## config.mk

```make
export PLATFORM = sky130hd
export DESIGN_NAME = compression_stroke_detector
export DESIGN_NICKNAME = d
export VERILOG_FILES = /design/src/hdl/csd_pkg.sv /design/src/hdl/csd_rate_div.sv /design/src/hdl/compression_stroke_detector.sv
export VERILOG_INCLUDE_DIRS = /design/src /design/src/hdl
export SDC_FILE = /design/constraint.sdc
export NUM_CORES = 1
export LEC_CHECK = 0
export ABC_CLOCK_PERIOD_IN_PS = 6800
export BUFFER_PORTS_ARGS = -buffer_cell sky130_fd_sc_hd__buf_2
export CORE_ASPECT_RATIO = 0.8
export CORE_MARGIN = 3
export CORE_UTILIZATION = 40
export CTS_CLUSTER_SIZE = 20
export DETAILED_ROUTE_END_ITERATION = 8
export PLACE_DENSITY = 0.6
export SETUP_SLACK_MARGIN = 0.02
export SYNTH_ARGS = -nofsm -noshare
export SYNTH_HDL_FRONTEND = slang
export SYNTH_SLANG_ARGS = --single-unit
```

## constraint.sdc

```tcl
create_clock -name i_clk -period 6.8 [get_ports i_clk]
set_clock_uncertainty 0.15 [all_clocks]
set_input_delay 0 -clock i_clk [delete_from_list [all_inputs] [get_ports i_clk]]
set_output_delay 0 -clock i_clk [all_outputs]
set_load 0.01 [all_outputs]
```

## src/hdl/compression_stroke_detector_defines.svh

```systemverilog
// ----------------------------------------------------------------------------
// Compression stroke detector assertion macros
// Shared property wrappers for the top level checks.
// ----------------------------------------------------------------------------
`ifndef COMPRESSION_STROKE_DETECTOR_DEFINES_SVH
`define COMPRESSION_STROKE_DETECTOR_DEFINES_SVH

// Same-cycle implication, sampled on i_clk, held off during reset
`define CSD_ASSERT_SAME(label, ante, cons) \
    label: assert property (@(posedge i_clk) disable iff (!i_rst_n) \
        (ante) |-> (cons)) else $error("csd: check failed");

// Next-cycle implication, sampled on i_clk, held off during reset
`define CSD_ASSERT_NEXT(label, ante, cons) \
    label: assert property (@(posedge i_clk) disable iff (!i_rst_n) \
        (ante) |=> (cons)) else $error("csd: check failed");

`endif

```

## src/hdl/csd_pkg.sv

```systemverilog
// ----------------------------------------------------------------------------
// csd_pkg
// Types, register indexes, state codes and constants of the stroke detector.
// ----------------------------------------------------------------------------
package csd_pkg;

    // Field widths
    localparam int DEPTH_W  = 10;
    localparam int RATE_W   = 16;
    localparam int STAMP_W  = 32;
    localparam int MODE_W   = 2;
    localparam int CFG_IDX_W = 2;

    // Default parameter values
    localparam int DEPTH_FRAC_BITS_DEF = 4;
    localparam int TIME_WIDTH_DEF      = 32;

    // Rate numerator: milliseconds per minute
    localparam logic [RATE_W-1:0] RATE_NUM = 16'd60000;

    // Configuration register indexes
    localparam logic [CFG_IDX_W-1:0] CFG_START_RISE = 2'd0;
    localparam logic [CFG_IDX_W-1:0] CFG_PEAK_DROP  = 2'd1;
    localparam logic [CFG_IDX_W-1:0] CFG_MAX_DEPTH  = 2'd2;

    // Configuration reset values, 1/16 mm units
    localparam logic [DEPTH_W-1:0] START_RISE_RST = 10'd112;
    localparam logic [DEPTH_W-1:0] PEAK_DROP_RST  = 10'd80;
    localparam logic [DEPTH_W-1:0] MAX_DEPTH_RST  = 10'd1016;

    // Motion state codes
    localparam logic [MODE_W-1:0] MODE_IDLE        = 2'd0;
    localparam logic [MODE_W-1:0] MODE_COMPRESSING = 2'd1;
    localparam logic [MODE_W-1:0] MODE_RELEASING   = 2'd2;

    // Input transaction
    typedef struct packed {
        logic               sample_valid;
        logic [DEPTH_W-1:0] depth_mm;
        logic [STAMP_W-1:0] now_ms;
    } t_csd_in;

    // Output transaction
    typedef struct packed {
        logic               stroke_started;
        logic               stroke_completed;
        logic [MODE_W-1:0]  stroke_phase;
        logic [DEPTH_W-1:0] raw_depth;
        logic [DEPTH_W-1:0] filtered_depth;
        logic [DEPTH_W-1:0] start_depth;
        logic [DEPTH_W-1:0] peak_depth;
        logic [RATE_W-1:0]  beat_rate;
        logic [STAMP_W-1:0] last_stroke_ms;
    } t_csd_out;

endpackage

```

## src/hdl/csd_rate_div.sv

```systemverilog
// ----------------------------------------------------------------------------
// csd_rate_div
// Serial restoring divider: RATE_NUM / divisor, one quotient bit per cycle.
// ----------------------------------------------------------------------------
module csd_rate_div
    import csd_pkg::*;
#(
    parameter int TIME_WIDTH = TIME_WIDTH_DEF
) (
    input  logic                  i_clk,
    input  logic                  i_rst_n,
    input  logic                  i_start,
    input  logic [TIME_WIDTH-1:0] i_divisor,
    output logic                  o_done,
    output logic [RATE_W-1:0]     o_quotient
);

    localparam int CNT_W = $clog2(RATE_W + 1);

    logic                  r_busy;
    logic                  r_done;
    logic [CNT_W-1:0]      r_cnt;
    logic [TIME_WIDTH-1:0] r_div;
    logic [TIME_WIDTH-1:0] r_rem;
    logic [RATE_W-1:0]     r_quo;

    // Shared compare/subtract step
    logic [TIME_WIDTH:0] rem_sh;
    logic                ge;
    logic [TIME_WIDTH:0] rem_sub;

    assign rem_sh  = {r_rem, r_quo[RATE_W-1]};
    assign ge      = rem_sh >= {1'b0, r_div};
    assign rem_sub = rem_sh - {1'b0, r_div};

    // Control
    always_ff @(posedge i_clk) begin
        if (!i_rst_n) begin
            r_busy <= 1'b0;
            r_done <= 1'b0;
            r_cnt  <= '0;
        end else begin
            r_done <= 1'b0;
            if (i_start) begin
                r_busy <= 1'b1;
                r_cnt  <= CNT_W'(RATE_W);
            end else if (r_busy) begin
                r_cnt <= r_cnt - CNT_W'(1);
                if (r_cnt == CNT_W'(1)) begin
                    r_busy <= 1'b0;
                    r_done <= 1'b1;
                end
            end
        end
    end

    // Datapath: dividend bits shift out as quotient bits shift in
    always_ff @(posedge i_clk) begin
        if (i_start) begin
            r_div <= i_divisor;
            r_rem <= '0;
            r_quo <= RATE_NUM;
        end else if (r_busy) begin
            r_rem <= ge ? rem_sub[TIME_WIDTH-1:0] : rem_sh[TIME_WIDTH-1:0];
            r_quo <= {r_quo[RATE_W-2:0], ge};
        end
    end

    assign o_done     = r_done;
    assign o_quotient = r_quo;

endmodule

```

## src/hdl/compression_stroke_detector.sv

```systemverilog
// ----------------------------------------------------------------------------
// compression_stroke_detector
// Filters depth samples and detects compression strokes and their rate.
// ----------------------------------------------------------------------------
// Usage:
//   Input channel (i_in_valid / o_in_ready / i_in_data) carries one sample
//   per transaction. Output channel (o_out_valid / i_out_ready / o_out_data)
//   returns exactly one result per sample, in order.
//   Configuration: i_cfg_we writes i_cfg_wdata into the register selected
//   by i_cfg_addr (start_rise, peak_drop, max_depth); write only when idle.
// Sequence:
//   Invalid sample: from acceptance straight to the output load.
//   Valid sample: filter step, tracking step, output load, in order.
//   A completed stroke with a known earlier completion adds the serial
//   rate divider (one quotient bit per cycle, 16 bits) before the load.
//   One sample is in work at a time; o_in_ready is high while the
//   sequencer is idle, so a new sample waits until the last is loaded.
// Reset: synchronous, active low; clears the tracker state and restores
//   the configuration defaults. No result is pending after reset.
// Stall: the result register holds its transaction until taken; a new
//   sample may be accepted and worked on meanwhile, and the sequencer
//   waits before loading the next result while the register is full.
// ----------------------------------------------------------------------------
`include "compression_stroke_detector_defines.svh"

module compression_stroke_detector
    import csd_pkg::*;
#(
    parameter int DEPTH_FRAC_BITS = DEPTH_FRAC_BITS_DEF,
    parameter int TIME_WIDTH      = TIME_WIDTH_DEF
) (
    input  logic                 i_clk,
    input  logic                 i_rst_n,
    // sample channel
    input  logic                 i_in_valid,
    output logic                 o_in_ready,
    input  t_csd_in              i_in_data,
    // result channel
    output logic                 o_out_valid,
    input  logic                 i_out_ready,
    output t_csd_out             o_out_data,
    // configuration write port
    input  logic                 i_cfg_we,
    input  logic [CFG_IDX_W-1:0] i_cfg_addr,
    input  logic [DEPTH_W-1:0]   i_cfg_wdata
);

    localparam int SHIFT_W = DEPTH_W + DEPTH_FRAC_BITS;
    localparam int NOW_W   = (TIME_WIDTH < STAMP_W) ? TIME_WIDTH : STAMP_W;

    // Sequencer codes
    localparam logic [2:0] ST_IDLE  = 3'd0;
    localparam logic [2:0] ST_FILT  = 3'd1;
    localparam logic [2:0] ST_TRACK = 3'd2;
    localparam logic [2:0] ST_DIV   = 3'd3;
    localparam logic [2:0] ST_DONE  = 3'd4;

    logic [2:0] r_state;
    logic [2:0] n_state;

    // Configuration registers
    logic [DEPTH_W-1:0] r_start_rise;
    logic [DEPTH_W-1:0] r_peak_drop;
    logic [DEPTH_W-1:0] r_max_depth;

    // Tracker state
    logic [MODE_W-1:0]     r_mode;
    logic [DEPTH_W-1:0]    r_smoothed;
    logic [DEPTH_W-1:0]    r_recoil;
    logic [DEPTH_W-1:0]    r_base;
    logic [DEPTH_W-1:0]    r_raw_peak;
    logic [DEPTH_W-1:0]    r_sm_peak;
    logic [TIME_WIDTH-1:0] r_prev;
    logic [DEPTH_W-1:0]    r_held_raw;
    logic [DEPTH_W-1:0]    r_held_start;
    logic [DEPTH_W-1:0]    r_held_peak;
    logic [RATE_W-1:0]     r_held_rate;

    // Captured sample and event flags
    logic [DEPTH_W-1:0]    r_raw_mm;
    logic [TIME_WIDTH-1:0] r_now;
    logic                  r_started;
    logic                  r_completed;

    // Result register
    logic     r_out_valid;
    t_csd_out r_out_data;

    logic in_acc;
    logic out_free;

    assign o_in_ready = (r_state == ST_IDLE);
    assign in_acc     = i_in_valid && o_in_ready;
    assign out_free   = !r_out_valid || i_out_ready;

    // Filter step: scale, clamp, quarter-weight recursion, clamp again
    logic [SHIFT_W-1:0] raw_scaled;
    logic [DEPTH_W-1:0] raw_clamped;
    logic [DEPTH_W+1:0] filt_sum;
    logic [DEPTH_W-1:0] filt_q;
    logic [DEPTH_W-1:0] filt_clamped;

    assign raw_scaled  = {r_raw_mm, {DEPTH_FRAC_BITS{1'b0}}};
    assign raw_clamped = (raw_scaled > SHIFT_W'(r_max_depth)) ? r_max_depth
                                                              : raw_scaled[DEPTH_W-1:0];
    assign filt_sum    = {2'b00, raw_clamped} + {1'b0, r_smoothed, 1'b0}
                         + {2'b00, r_smoothed};
    assign filt_q      = filt_sum[DEPTH_W+1:2];
    assign filt_clamped = (filt_q > r_max_depth) ? r_max_depth : filt_q;

    // Tracking step, on the freshly filtered values
    logic [DEPTH_W-1:0]    rp_new;
    logic [DEPTH_W-1:0]    sp_new;
    logic                  drop_hit;
    logic [MODE_W-1:0]     mode_rest;
    logic [DEPTH_W-1:0]    rc_new;
    logic                  rise_hit;
    logic [TIME_WIDTH-1:0] dt;
    logic                  need_div;

    assign rp_new    = (r_held_raw > r_raw_peak) ? r_held_raw : r_raw_peak;
    assign sp_new    = (r_smoothed > r_sm_peak) ? r_smoothed : r_sm_peak;
    assign drop_hit  = {1'b0, sp_new} >= ({1'b0, r_smoothed} + {1'b0, r_peak_drop});
    assign mode_rest = (r_mode == MODE_RELEASING) ? MODE_RELEASING : MODE_IDLE;
    assign rc_new    = ((r_smoothed < r_recoil) ||
                        (mode_rest == MODE_IDLE && r_recoil == '0)) ? r_smoothed
                                                                     : r_recoil;
    assign rise_hit  = {1'b0, r_smoothed} >= ({1'b0, rc_new} + {1'b0, r_start_rise});
    assign dt        = r_now - r_prev;
    assign need_div  = (r_prev != '0) && (dt != '0);

    // Rate divider
    logic              div_start;
    logic              div_done;
    logic [RATE_W-1:0] div_quo;

    assign div_start = (r_state == ST_TRACK) && (r_mode == MODE_COMPRESSING)
                       && drop_hit && need_div;

    csd_rate_div #(
        .TIME_WIDTH (TIME_WIDTH)
    ) u_rate_div (
        .i_clk      (i_clk),
        .i_rst_n    (i_rst_n),
        .i_start    (div_start),
        .i_divisor  (dt),
        .o_done     (div_done),
        .o_quotient (div_quo)
    );

    // Sequencer next state
    always_comb begin
        n_state = r_state;
        case (r_state)
            ST_IDLE: begin
                if (in_acc) begin
                    n_state = i_in_data.sample_valid ? ST_FILT : ST_DONE;
                end
            end
            ST_FILT:  n_state = ST_TRACK;
            ST_TRACK: n_state = div_start ? ST_DIV : ST_DONE;
            ST_DIV: begin
                if (div_done) begin
                    n_state = ST_DONE;
                end
            end
            ST_DONE: begin
                if (out_free) begin
                    n_state = ST_IDLE;
                end
            end
            default:  n_state = ST_IDLE;
        endcase
    end

    always_ff @(posedge i_clk) begin
        if (!i_rst_n) begin
            r_state <= ST_IDLE;
        end else begin
            r_state <= n_state;
        end
    end

    // Configuration writes
    always_ff @(posedge i_clk) begin
        if (!i_rst_n) begin
            r_start_rise <= START_RISE_RST;
            r_peak_drop  <= PEAK_DROP_RST;
            r_max_depth  <= MAX_DEPTH_RST;
        end else if (i_cfg_we) begin
            case (i_cfg_addr)
                CFG_START_RISE: r_start_rise <= i_cfg_wdata;
                CFG_PEAK_DROP:  r_peak_drop  <= i_cfg_wdata;
                CFG_MAX_DEPTH:  r_max_depth  <= i_cfg_wdata;
                default: ;
            endcase
        end
    end

    // Sample capture
    always_ff @(posedge i_clk) begin
        if (in_acc) begin
            r_raw_mm <= i_in_data.depth_mm;
            r_now    <= TIME_WIDTH'(i_in_data.now_ms[NOW_W-1:0]);
        end
    end

    // Tracker state updates
    always_ff @(posedge i_clk) begin
        if (!i_rst_n) begin
            r_mode       <= MODE_IDLE;
            r_smoothed   <= '0;
            r_recoil     <= '0;
            r_base       <= '0;
            r_raw_peak   <= '0;
            r_sm_peak    <= '0;
            r_prev       <= '0;
            r_held_raw   <= '0;
            r_held_start <= '0;
            r_held_peak  <= '0;
            r_held_rate  <= '0;
            r_started    <= 1'b0;
            r_completed  <= 1'b0;
        end else begin
            case (r_state)
                ST_IDLE: begin
                    if (in_acc) begin
                        r_started   <= 1'b0;
                        r_completed <= 1'b0;
                    end
                end
                ST_FILT: begin
                    r_held_raw <= raw_clamped;
                    r_smoothed <= filt_clamped;
                end
                ST_TRACK: begin
                    if (r_mode == MODE_COMPRESSING) begin
                        r_raw_peak <= rp_new;
                        r_sm_peak  <= sp_new;
                        if (drop_hit) begin
                            r_mode       <= MODE_RELEASING;
                            r_prev       <= r_now;
                            r_completed  <= 1'b1;
                            r_held_start <= r_base;
                            r_held_peak  <= rp_new;
                            r_recoil     <= r_smoothed;
                        end
                    end else begin
                        if (rise_hit) begin
                            r_mode       <= MODE_COMPRESSING;
                            r_recoil     <= rc_new;
                            r_base       <= rc_new;
                            r_held_start <= rc_new;
                            r_raw_peak   <= r_held_raw;
                            r_sm_peak    <= r_smoothed;
                            r_started    <= 1'b1;
                        end else begin
                            r_mode   <= mode_rest;
                            r_recoil <= rc_new;
                        end
                    end
                end
                ST_DIV: begin
                    if (div_done) begin
                        r_held_rate <= div_quo;
                    end
                end
                default: ;
            endcase
        end
    end

    // Result register
    always_ff @(posedge i_clk) begin
        if (!i_rst_n) begin
            r_out_valid <= 1'b0;
        end else if (r_state == ST_DONE && out_free) begin
            r_out_valid <= 1'b1;
        end else if (i_out_ready) begin
            r_out_valid <= 1'b0;
        end
    end

    always_ff @(posedge i_clk) begin
        if (r_state == ST_DONE && out_free) begin
            r_out_data.stroke_started   <= r_started;
            r_out_data.stroke_completed <= r_completed;
            r_out_data.stroke_phase     <= r_mode;
            r_out_data.raw_depth        <= r_held_raw;
            r_out_data.filtered_depth   <= r_smoothed;
            r_out_data.start_depth      <= r_held_start;
            r_out_data.peak_depth       <= r_held_peak;
            r_out_data.beat_rate        <= r_held_rate;
            r_out_data.last_stroke_ms   <= STAMP_W'(r_prev[NOW_W-1:0]);
        end
    end

    assign o_out_valid = r_out_valid;
    assign o_out_data  = r_out_data;

    // Checks
    `CSD_ASSERT_SAME(a_div_only_in_div, div_done, r_state == ST_DIV)
    `CSD_ASSERT_SAME(a_complete_releases, o_out_valid && o_out_data.stroke_completed,
                     o_out_data.stroke_phase == MODE_RELEASING)
    `CSD_ASSERT_NEXT(a_valid_sample_filters, in_acc && i_in_data.sample_valid,
                     r_state == ST_FILT)

endmodule
```

Yosys cells after proc, flatten, opt, wreduce, memory -nomap -nowiden:

Cells that the tools add are included.

* add/sub/neg operators: 7
* $lt $le $gt $ge: 8
* eq/ne operators: 17
* muxes and demuxes: 40
* bitwise logic cells: 3
* reduce and logical (&&, ||, !) cells: 34

Operator list (number)
* $mux W10: 14
* $reduce_bool A32 Y1: 2
* $sub A32 B32 Y32: 2
* $ge A33 B32 Y1: 1
* $mux W32: 1
* $gt A10 B10 Y1: 3
* $add A10 B10 Y11: 2
* $ge A10 B11 Y1: 2
* $mux W3: 5
* $pmux W3 S5: 1
* $gt A14 B10 Y1: 1
* $add A10 B11 Y12: 1
* $add A12 B10 Y12: 1
* $reduce_and A2 Y1: 6
* $reduce_and A3 Y1: 4
* $mux W1: 11
* $logic_not A10 Y1: 1
* $lt A10 B10 Y1: 1
* $mux W5: 2
* $ne A2 B2 Y1 const B: 5
* $mux W2: 4
* $reduce_and A4 Y1: 2
* $reduce_bool A2 Y1: 4
* $logic_and A1 B1 Y1: 7
* other kinds (16): 26

* bits in registers: 387
* input port bits: 60
* output and inout bits: 94
* logic and storage cells: 145

Logic depth before layout (Yosys ltp):

* word-level depth: 11
* gate-level depth with buffers: 32
* depth with buffers taken out: 29

Modules after synthesis:

A second synthesis with hierarchy kept.

* cells, all modules: 2241
* area, all modules: 21481.9 um^2

Modules (own cells, without submodules)
* compression_stroke_detector: instances 1, cells each 1643, area an instance 16067.9 um^2, sequential area each 7347.0 um^2
* csd_rate_div: instances 1, cells each 598, area an instance 5413.9 um^2, sequential area each 2062.0 um^2

Worst setup path after synthesis:

OpenSTA, ideal clock, no wires.

* path type: register to register
* from: reg r_smoothed[1]
* to: reg r_sm_peak[1]
* library setup time: 0.128 ns
* arrival: 5.479 ns
* data required time: 6.522 ns
* path slack: 1.044 ns
* cell stages (with the launch flop): 31
* path buffers: 2
* clock period less this slack: 5.756 ns
* cells stage by stage: dfxtp_1 > ha_1 > a21o_1 > a21o_1 > a21oi_1 > o21ai_0 > o21ai_0 > o21ai_0 > clkbuf_1 > mux2i_1 > inv_1 > ha_1 > a21o_1 > a21oi_1 > o21bai_1 > a21oi_1 > nor2b_1 > o21a_1 > o21ai_0 > nand2b_1 > a21oi_1 > xor2_1 > ha_1 > nand2_1 > a21oi_1 > a221oi_1 > a2111oi_4 > a31oi_1 > buf_2 > mux2i_1 > nor2_1

* longest elaborated chain between the ends: 7
* elaborated cells between the ends (all ways): 11
* classes of those cells: add/sub: 1; order compare: 3; mux: 4; reduce/logical: 3

RTL lines
* start, declared: line compression_stroke_detector.sv:68 `logic [DEPTH_W-1:0] r_smoothed;`
* start signal, assigned: line compression_stroke_detector.sv:234 `r_smoothed <= filt_clamped;`
* $lt A10 B10 Y1: line compression_stroke_detector.sv:125 `assign rc_new = ((r_smoothed < r_recoil) ||`
* $logic_or A1 B1 Y1: line compression_stroke_detector.sv:125
* $mux W10 *: line compression_stroke_detector.sv:126 `(mode_rest == MODE_IDLE && r_recoil == '0)) ? r_smoothed`
* net rc_new[1]: line compression_stroke_detector.sv:116 `logic [DEPTH_W-1:0] rc_new;`
* $add A10 B10 Y11 *: line compression_stroke_detector.sv:128 `assign rise_hit = {1'b0, r_smoothed} >= ({1'b0, rc_new} + {1'b0, r_start_rise});`
* $ge A10 B11 Y1 *: line compression_stroke_detector.sv:128
* $reduce_bool A2 Y1 (no line) *
* $reduce_and A2 Y1 (no line) *
* end signal, assigned: line compression_stroke_detector.sv:239 `r_sm_peak <= sp_new;`
* end signal, assigned: line compression_stroke_detector.sv:255 `r_sm_peak <= r_smoothed;`
* end, declared: line compression_stroke_detector.sv:72 `logic [DEPTH_W-1:0] r_sm_peak;`

Mark *: on every way through the listed nets, which the timed path passes. The rest lies on a longest branch. The select of a mux whose other input is x is not followed.
A chain may end at the register's enable or synchronous reset.

Worst setup path after layout:

* from: reg r_max_depth[5]
* to: reg r_smoothed[0]

* longest elaborated chain between the ends: 6

RTL lines
* start, declared: line compression_stroke_detector.sv:64 `logic [DEPTH_W-1:0] r_max_depth;`
* start signal, assigned: line compression_stroke_detector.sv:194 `CFG_MAX_DEPTH: r_max_depth <= i_cfg_wdata;`
* $gt A14 B10 Y1 *: line compression_stroke_detector.sv:104 `assign raw_clamped = (raw_scaled > SHIFT_W'(r_max_depth)) ? r_max_depth`
* $mux W10 *: line compression_stroke_detector.sv:104
* net raw_clamped[2]: line compression_stroke_detector.sv:98 `logic [DEPTH_W-1:0] raw_clamped;`
* $add A10 B11 Y12 *: line compression_stroke_detector.sv:106 `assign filt_sum = {2'b00, raw_clamped} + {1'b0, r_smoothed, 1'b0}`
* $add A12 B10 Y12 *: line compression_stroke_detector.sv:107 `+ {2'b00, r_smoothed};`
* $gt A10 B10 Y1: line compression_stroke_detector.sv:109 `assign filt_clamped = (filt_q > r_max_depth) ? r_max_depth : filt_q;`
* $mux W10 *: line compression_stroke_detector.sv:109

Mark *: on every way through the listed nets, which the timed path passes. The rest lies on a longest branch.

==> impl_results.md <==
- Detailed-routing iteration count for the pre-antenna-repair pass: 5
- Maximum frequency from static timing analysis: approximately 0.16 GHz
- Worst hold margin: 23.6 ps
- Mapped Avg Cell Area: 9.56 sq um
- Aggregate global-route resource usage: about a fifth
- Number of slew-limit violations in the final report: 0
- Die boundary width: 260 um
- Final critical-path share of the clock period: 93.4%
- Worst Setup Path Type: reg -> reg
- Gate count of the mapped netlist: approximately 2200
- Combinational family with the most area after synthesis: compound AO/OA/AOI/OAI gates
- Total detailed-routing wirelength: roughly 55 mm
- Kind of path behind the tightest hold check: in -> reg
- Initial antenna violation count: 0
- Portion of the post-synthesis area used by sequential elements: 45.7%
- Adder-cell share of the synthesized area: 11.0%
- Via count of the first global-routing pass: 16095
- Clock-pin slew on the worst setup and hold paths: 60 ps
- Synth Area in XOR/XNOR: 3.23%
- Instance count after placement with tap cells included: about 3000
- Maximum buffer depth of the clock tree: 3
- Standby leakage power: 9.76 nW
- Synthesized net count: ~2400
- RePlAce Congestion: 0.859
- Synth async-reset ratio: 0%
- Headroom to the max-slew limit: roughly 28%
- Largest fanout of any net on the critical path: 12
- Floorplan row count: 73
- Count of flip-flops with a built-in enable after synthesis: ~170
- Nature of the critical path startpoint: flip-flop
- Later-pin clock latency in the skew report: ~570 ps
- Transition time at the pin with the least slew margin: 1080 ps
- Commonest non-fill, non-tap cell in the layout: sky130_fd_sc_hd__nand2_1
- First-pass GRT wire length: just under 90 mm
- Number of DRC markers after the initial detailed-route iteration: approximately 1100
- Simple-gate share of the synthesized area: 13.5%
- Worst setup startpoint: r_max_depth[5]
- Clock tree sinks: 387
- Number of failing setup endpoints in the final timing report: 0
- Number of nets with antenna violations after detailed routing: 0
- Count of state elements after synthesis: 387
- Count of distinct cell types in the synthesized netlist: between 70 and 80
- Mean routed wirelength per cell: 17.7 um
- Final critical-path required period: 6350 ps
- Complex-gate fraction of the synthesized area: between 15 and 20%
- DRC violations left: 0
- Number of maximum-capacitance violations: 0
- Initial Utilization: between 40% and 50%
- Vias after detailed routing: 16603
- Layout Nets: 2630
- Clock tree from TritonCTS: built
- Final hold violation count: 0
- Core box area: 0.0503 sq mm
- Critical path data required time: approximately 7100 ps
- Aggregate global routing overflow: 0
- Maximum number of pins on one net before global-route repair: 76
- Crit path DAT: 6630 ps
- Die Height: 209 um
- Post-CTS setup-driven buffer insertion count: 0
- Worst VDD drop: 0.000177 V
- Non-Filler Instances: between 3000 and 4000
- Detail-routed via count per cell: 5.35
- Count of antenna diodes in the layout: 0
- H-tree levels: 2
- Die Outline Area: 0.0543 sq mm
- Number of filler instances in the final layout: 4628
- Crit. End Element: flip-flop
- Ys flop type: sky130_fd_sc_hd__dfxtp_1
- Proportion of synthesized area in mux cells: 4.51%
- Detailed placer's ending HPWL: 38.7 mm
- Cell chosen for the clock root: sky130_fd_sc_hd__clkbuf_16
- Mapped Area: ~0.02 sq mm
- Port buffer count: 153
- Start of the worst register-to-register path: r_max_depth[5]
- Setup_tns: 0 ps
- Total CTS buffers: between 40 and 50
- Most used cells in the layout excluding fill and tap cells: sky130_fd_sc_hd__nand2_1, sky130_fd_sc_hd__a21oi_1, sky130_fd_sc_hd__dfxtp_1
- Area added between synthesis and finish: 18.9%
- Power density relative to cell area: 227 mW/mm^2
- Worst hold path startpoint: i_in_data[3]
- Unrepaired setup endpoints after global routing: no
- Run status: finished clean
- IO Count: 154
- Fraction of final layout cells sized beyond drive strength 1: 12.5%
- Ys Warns: 0
## synthesized netlist by cell type (8+ instances only)
cell / count / share of area (%)
sky130_fd_sc_hd__a21oi_1: 237 / 5.8
sky130_fd_sc_hd__nand2_1: 250 / 4.6
sky130_fd_sc_hd__xor2_1: 26 / 1.1
sky130_fd_sc_hd__o211ai_1: 16 / 0.58
sky130_fd_sc_hd__o21bai_1: 13 / 0.47
sky130_fd_sc_hd__nand2b_1: 22 / 0.67
sky130_fd_sc_hd__mux2_2: 14 / 0.77
sky130_fd_sc_hd__a21o_1: 42 / 1.5
sky130_fd_sc_hd__o21ai_0: 85 / 2.1
sky130_fd_sc_hd__clkbuf_1: 80 / 1.5
sky130_fd_sc_hd__xnor2_1: 50 / 2.1
sky130_fd_sc_hd__a211o_1: 16 / 0.68
sky130_fd_sc_hd__and3_1: 10 / 0.30
sky130_fd_sc_hd__a21oi_2: 13 / 0.55
sky130_fd_sc_hd__nor3_1: 31 / 0.75
sky130_fd_sc_hd__nor4_1: 15 / 0.46
sky130_fd_sc_hd__and2_1: 10 / 0.30
sky130_fd_sc_hd__nor2b_1: 15 / 0.46
sky130_fd_sc_hd__nand4_1: 16 / 0.49
sky130_fd_sc_hd__edfxtp_1: 166 / 24
sky130_fd_sc_hd__a31oi_1: 8 / 0.24
sky130_fd_sc_hd__a211oi_1: 51 / 1.9
sky130_fd_sc_hd__nand3_1: 39 / 0.95
sky130_fd_sc_hd__ha_1: 159 / 9.7
sky130_fd_sc_hd__mux2i_1: 77 / 3.7
sky130_fd_sc_hd__dfxtp_1: 221 / 21
sky130_fd_sc_hd__fa_1: 14 / 1.4
sky130_fd_sc_hd__inv_1: 154 / 2.8
sky130_fd_sc_hd__nor2_1: 167 / 3.0
sky130_fd_sc_hd__o21a_1: 16 / 0.58
## worst max-delay path, stage by stage, from the launching register on
cell and delay, ps:
sky130_fd_sc_hd__dfxtp_1 360, sky130_fd_sc_hd__inv_1 100, sky130_fd_sc_hd__ha_1 310, sky130_fd_sc_hd__a211oi_1 80, sky130_fd_sc_hd__o211a_1 230, sky130_fd_sc_hd__a21oi_1 720, sky130_fd_sc_hd__and2_1 280, sky130_fd_sc_hd__fa_1 480
sky130_fd_sc_hd__fa_1 490, sky130_fd_sc_hd__a21o_1 180, sky130_fd_sc_hd__a21oi_1 250, sky130_fd_sc_hd__o21bai_1 110, sky130_fd_sc_hd__a21oi_1 250, sky130_fd_sc_hd__nor2b_1 80, sky130_fd_sc_hd__o21a_1 190, sky130_fd_sc_hd__o21ai_0 140
sky130_fd_sc_hd__nand2b_1 70, sky130_fd_sc_hd__a21o_1 200, sky130_fd_sc_hd__ha_1 310, sky130_fd_sc_hd__nand4_1 120, sky130_fd_sc_hd__o32ai_1 250, sky130_fd_sc_hd__a21oi_1 100, sky130_fd_sc_hd__buf_4 190, sky130_fd_sc_hd__nand2b_1 140
sky130_fd_sc_hd__a311oi_1 420
## flip-flops by register name, summed over array words and instances, names as in the netlist, 10 cells and up
signal,flops
u_rate_div.r_rem,32
r_sm_peak,10
r_prev,32
r_held_raw,10
r_held_peak,10
r_start_rise,10
r_now,32
u_rate_div.o_quotient,16
r_raw_peak,10
r_peak_drop,10
r_max_depth,10
u_rate_div.r_div,32
o_out_data,92
r_held_rate,16
r_held_start,10
r_recoil,10
r_base,10
r_raw_mm,10
r_smoothed,10
## cell type report
type | instances | area [sq um] | share of cell area, %
sequential | 387 | 9410 | 38.4
clock buffer | 61 | 1200 | 4.91
inverter | 155 | 584 | 2.39
multi-input combinational | 1522 | 10300 | 41.9
tap | 675 | 845 | 3.45
clock inverter | 14 | 131 | 0.536
timing repair buffer | 290 | 2050 | 8.39
## power breakdown
part	leakage [nW]	internal [mW]	switching, mW	total (mW)
Combinational	5.76	0.321	0.452	0.774
Sequential	3.34	2.49	0.0374	2.53
Clock	0.660	1.31	0.951	2.26
## routing by layer
layer  share of wire (%)  up-vias  global-route usage [%]
li1                    -     8196                       -
met1                  52     7945                    30.7
met2                  41      401                    29.1
met3                 5.2       61                    3.02
met4                 2.1        0                    5.33
met5                   0        -                       0
## per-stage QoR
stage	worst slack, ps	util (%)	instance area (sq um)	total power, mW
detailed placement	512	43.9	22100	3.30
floorplan	1040	-	20600	3.08
global route	78.4	48.7	24500	5.79
CTS	487	48.6	24500	5.62
global placement	705	43.9	22100	3.29
finish	447	48.7	24500	5.56
## final timing paths
path,cells past startpoint,endpoint,slack [ps]
hold reg to reg,0,o_out_data[40],270
setup / recovery,24,r_smoothed[0],450
setup reg to reg,24,r_smoothed[0],450
hold / removal,2,r_now[3],20
## cells by family after synthesis
logic type | after synthesis
AOI/OAI and AO/OA | 566
and+or+nand+nor | 616
DFF | 387
buffers and inverters | 246
adders and majority gates | 173
muxes | 91
xor gates and xnor gates | 76
## what timing repair did
action / 4_1_cts / 5_1_grt
resized for setup: 0 / 1
hold buffers: 104 / 0
endpoints found under the hold margin: 94 / 0
endpoints found under the setup margin: 0 / 15
Note: power is estimated with default switching activity, not from simulation.
